## config.mk

```make
export PLATFORM = sky130hd
export DESIGN_NAME = lpcd_cell
export DESIGN_NICKNAME = d
export VERILOG_FILES = /design/src/rtl/lpcd_pkg.sv /design/src/rtl/lpcd_cell.sv
export SDC_FILE = /design/constraint.sdc
export NUM_CORES = 1
export LEC_CHECK = 0
export BUFFER_PORTS_ARGS = -buffer_cell sky130_fd_sc_hd__buf_2
export CORE_AREA = 2 2 387 389
export CTS_BUF_LIST = sky130_fd_sc_hd__clkbuf_4 sky130_fd_sc_hd__clkbuf_8
export DETAILED_ROUTE_END_ITERATION = 6
export DIE_AREA = 0 0 389 391
export MAX_ROUTING_LAYER = met4
export PLACE_DENSITY = 0.46
export SLEW_MARGIN = 20
export SYNTH_ARGS = -nofsm -noshare
export SYNTH_HDL_FRONTEND = slang
export SYNTH_SLANG_ARGS = --single-unit
```

## constraint.sdc

```tcl
create_clock -name clk -period 4.26 [get_ports clk]
set_input_delay 0.639 -clock clk [delete_from_list [all_inputs] [get_ports clk]]
set_output_delay 0.639 -clock clk [all_outputs]
set_load 0.01 [all_outputs]
```

## src/rtl/lpcd_pkg.sv

```systemverilog
package lpcd_pkg;

    localparam int DATA_W      = 64;
    localparam int SLOT_W      = 3;
    localparam int DEF_ENTRIES = 8;

    // page key, compared as raw bits
    typedef struct packed {
        logic [DATA_W-1:0] seed;
        logic [DATA_W-1:0] col;
        logic [DATA_W-1:0] row;
    } key_t;

    // running search result handed from cell to cell
    typedef struct packed {
        logic              live;
        logic              hit_found;
        logic              free_found;
        logic              old_found;
        logic [DATA_W-1:0] old_stamp;
        key_t              old_key;
    } scan_t;

    // update command broadcast to all cells
    typedef struct packed {
        logic              en;
        logic              set_key;
        key_t              key;
        logic [DATA_W-1:0] stamp;
    } wr_t;

endpackage

```

## src/rtl/lpcd_cell.sv

```systemverilog
module lpcd_cell
    import lpcd_pkg::*;
#(
    parameter int  ENTRIES = DEF_ENTRIES,
    parameter int  IDX     = 0,
    localparam int IW      = (ENTRIES > 1) ? $clog2(ENTRIES) : 1
)
(
    input  logic          clk,
    input  logic          rst_n,
    input  key_t          key,
    input  scan_t         scan_in,
    input  logic [IW-1:0] hit_idx_in,
    input  logic [IW-1:0] free_idx_in,
    input  logic [IW-1:0] old_idx_in,
    output scan_t         scan_out,
    output logic [IW-1:0] hit_idx_out,
    output logic [IW-1:0] free_idx_out,
    output logic [IW-1:0] old_idx_out,
    input  wr_t           wr,
    input  logic [IW-1:0] wr_idx
);

    localparam logic [IW-1:0] MY_IDX = IW'(IDX);

    logic              valid_reg;
    key_t              key_reg;
    logic [DATA_W-1:0] stamp_reg;

    scan_t         scan_reg, scan_next;
    logic [IW-1:0] hit_idx_reg, hit_idx_next;
    logic [IW-1:0] free_idx_reg, free_idx_next;
    logic [IW-1:0] old_idx_reg, old_idx_next;

    logic hit_take, free_take, old_take, sel;

    // this cell's contribution to the search
    always_comb
    begin
        hit_take  = valid_reg && (key_reg == key) && !scan_in.hit_found;
        free_take = !valid_reg && !scan_in.free_found;
        old_take  = valid_reg && (!scan_in.old_found || (stamp_reg < scan_in.old_stamp));

        scan_next            = scan_in;
        scan_next.hit_found  = scan_in.hit_found  || hit_take;
        scan_next.free_found = scan_in.free_found || free_take;
        scan_next.old_found  = scan_in.old_found  || old_take;
        hit_idx_next  = hit_take  ? MY_IDX : hit_idx_in;
        free_idx_next = free_take ? MY_IDX : free_idx_in;
        old_idx_next  = old_take  ? MY_IDX : old_idx_in;
        if (old_take)
        begin
            scan_next.old_stamp = stamp_reg;
            scan_next.old_key   = key_reg;
        end
    end

    // hand the search word to the next cell
    always_ff @(posedge clk or negedge rst_n)
    begin
        if (!rst_n)
        begin
            scan_reg <= '0;
        end
        else
        begin
            scan_reg <= scan_next;
        end
    end

    always_ff @(posedge clk)
    begin
        hit_idx_reg  <= hit_idx_next;
        free_idx_reg <= free_idx_next;
        old_idx_reg  <= old_idx_next;
    end

    assign scan_out     = scan_reg;
    assign hit_idx_out  = hit_idx_reg;
    assign free_idx_out = free_idx_reg;
    assign old_idx_out  = old_idx_reg;

    // entry update
    assign sel = wr.en && (wr_idx == MY_IDX);

    always_ff @(posedge clk or negedge rst_n)
    begin
        if (!rst_n)
        begin
            valid_reg <= 1'b0;
        end
        else if (sel && wr.set_key)
        begin
            valid_reg <= 1'b1;
        end
    end

    always_ff @(posedge clk)
    begin
        if (sel)
        begin
            stamp_reg <= wr.stamp;
            if (wr.set_key)
            begin
                key_reg <= wr.key;
            end
        end
    end

endmodule

```

==> out/results.ini <==
[clock_tree]
cts.sinks=526
numCtsBuffers=109
cts_buffer_depth=3
tritoncts=built
clk_pin_slew_ns=0.06
h-tree-depth=3
clk_latency_ns=0.87
clockRootBuffer=clkbuf_8
post_cts_resized=0

[floorplanning]
std_cell_rows=142
ioPinCount=993
core_region_area_um2=148500
die_area_um2=152100
initial_core_util_pct=21.03
die_h_um=391
die_w_um=389

[sta]
clock-skew-final_ns=0.08498
setup_viol=0
period_needed_ns=3.647
slew_violations=0
hold_ws_ns=0.1062
slew_headroom_pct=28.01
worstMarginPinSlew_ns=1.080
finalHoldViolations=0
rsz0062_at_grt=false
min_period_over_period_pct=85.61
fmax_ghz=0.2742

[power]
p_sw_share_pct=34.21
internal_power_w=0.01089
irDropWorstVdd_mv=0.2121
leakage_nw=18.89
powerDensity_nw_per_um2=363.9
p_comb_share_pct=26.5
p_sw_w=0.005661
seqPwrFrac_pct=37.4
clock_power_share_pct=36.1

[setup_path]
reg2regPathDepth=9
worst-endpoint-arrival_ns=4.40
r2r-end=hit_idx_out[2]
r2r_start=key_reg[102]
critPathLaunchType=flop
path_class=flop to flop
reg2reg_setup_slack_ns=0.61
worstPathRequired_ns=5.02
cp_max_fo=4
end_kind=flop

[grt]
antenna_found_initial=99
grt_max_degree=91
globalRouteTotalUtil_pct=24.99
overflow=0
grt_first_pass_wirelength_mm=262.2
grt_pass1_vias=33619

[place]
dp_hpwl_mm=145.7
io_buffers=992
finalWeightedCongestion=0.9281
place_area_um2=38940

[synthesis]
synth_seq_cells=526
synth_cell_types=53
syn_inst=3272
synthArstFlopShare_pct=49.62
syn-cell-area_um2=31230
ys_seq_area_share_pct=46.10
syn_nets=4059
ys_warn_count=0
avgSynthCellArea_um2=9.546
synth_edf_count=256
synth_flop_cell=dfrtp_1

[finish]
final_common_cell=buf_2
largest_register_ffs=260
final_cell_mix=991 x buf_2, 395 x dlygate4sd3_1, 279 x a21oi_1, 272 x nand2_1, 263 x nand3_1
fin_area_um2=45470
fill_cells=15665
layout-drive-gt1-share_pct=29.08
fin_nets=5366
area_growth_pct=45.58
fin_util_pct=30.61

[route]
routed_wl_mm=193.9
vias=34890
dr.first_iter.drc_count=3030
antenna_left=0
routedWlPerCell_um=28.91
drc=0
dr.pass1.iters=6
vias_per_cell=5.201

[worst_hold_path]
min-delay-start=wr[70]
holdCritPathClass=primary input to flop
min_to=key_reg[6]
hold_path_depth=1

[flow_run]
cap_violations=0

[outcome]
status=finished, final reports clean

-- cells by family (layout without fill, tap and decap cells) --
| kind of cell | count (synthesis) | count (layout) | synth area share (%) |
|---|---|---|---|
| fa+ha+maj | 63 | 63 | 2.524 |
| flops | 526 | 526 | 46.10 |
| xor+xnor | 104 | 104 | 2.916 |
| other cells | 0 | 88 | 0 |
| simple gates | 1239 | 1239 | 22.10 |
| compound gates | 880 | 880 | 20.44 |
| buf+inv | 460 | 1864 | 5.925 |
-- worst max-delay path by stage --
stage,cells after the start,start,to
global placement,12,scan_in[203],scan_out[86]
CTS,9,key_reg[102],hit_idx_out[2]
floorplan,2,wr_idx[1],key_reg[0]
global route,9,stamp_reg[39],scan_out[206]
detailed placement,11,scan_in[203],scan_out[17]
finish,9,key_reg[102],hit_idx_out[2]
-- power groups by stage --
stage | clock network, W | registers (W) | logic [W]
CTS | 0.00616 | 0.00620 | 0.00436
floorplan | 0 | 0.00636 | 0.00192
detailed placement | 0 | 0.00628 | 0.00403
global placement | 0 | 0.00630 | 0.00397
finish | 0.00597 | 0.00619 | 0.00438
global route | 0.00635 | 0.00622 | 0.00473
-- metal layers --
layer | up-vias | share of wire (%) | global-route usage (%)
met5 | - | 0 | -
li1 | 15319 | - | -
met4 | 0 | 5.0 | 11.39
met1 | 17453 | 40 | 29.76
met3 | 378 | 7.7 | 5.834
met2 | 1740 | 47 | 40.05
-- through the flow --
stage                     total power (W)  TNS, ns  cells  worst slack, ns
final                             0.01655        0   6708           0.6130
after CTS                         0.01672        0   6620           0.5671
after global placement            0.01027        0   6017           0.3711
after floorplan                  0.008276  -311.78   3272           -1.616
after global routing              0.01730        0   6694           0.5303
after detailed placement          0.01031        0   6017           0.3813
-- worst max-delay path, stage by stage (launching register included) --
cell           delay [ns]
edfxtp_1             0.44
xnor2_1              0.42
nand4_1              0.46
nor4_1               0.62
buf_4                0.25
nand4_1              0.17
nor4_1               0.30
buf_4                0.22
a31oi_1              0.08
dlygate4sd3_1        0.56
-- repair_timing --
action	in CTS	in global routing
hold endpoints to repair	469	0
hold buffers	395	0
buffers inserted	0	0
-- area by class of cell --
| type | count | area [um^2] | share of cell area (%) |
|---|---|---|---|
| Multi-Input combinational cell | 2286 | 15060 | 33.13 |
| Sequential cell | 526 | 14400 | 31.67 |
| Timing Repair Buffer | 1534 | 10550 | 23.19 |
| Tap cell | 1944 | 2432 | 5.349 |
| Clock buffer | 164 | 2026 | 4.455 |
| Inverter | 122 | 457.9 | 1.007 |
| Clock inverter | 44 | 325.3 | 0.7155 |
| Antenna cell | 88 | 220.2 | 0.4843 |
-- synthesized netlist by cell type (all sizes together), types with 35 or more instances --
library cell / number / area (um^2)
nor2: 71 / 269.0
a221oi: 260 / 2295
nand3: 263 / 1316
edfxtp: 256 / 7687
o211ai: 256 / 1972
dfrtp: 261 / 6531
ha: 63 / 788.3
buf: 85 / 442.9
xor2: 51 / 446.7
clkbuf: 253 / 949.7
nor2b: 57 / 356.6
nand2b: 47 / 294.0
xnor2: 53 / 464.2
nand4: 35 / 219.0
nand2: 272 / 1021
a21oi: 279 / 1396
and2: 195 / 1220
or4: 256 / 1922
inv: 122 / 457.9
Power figures use the tool's default switching activity.
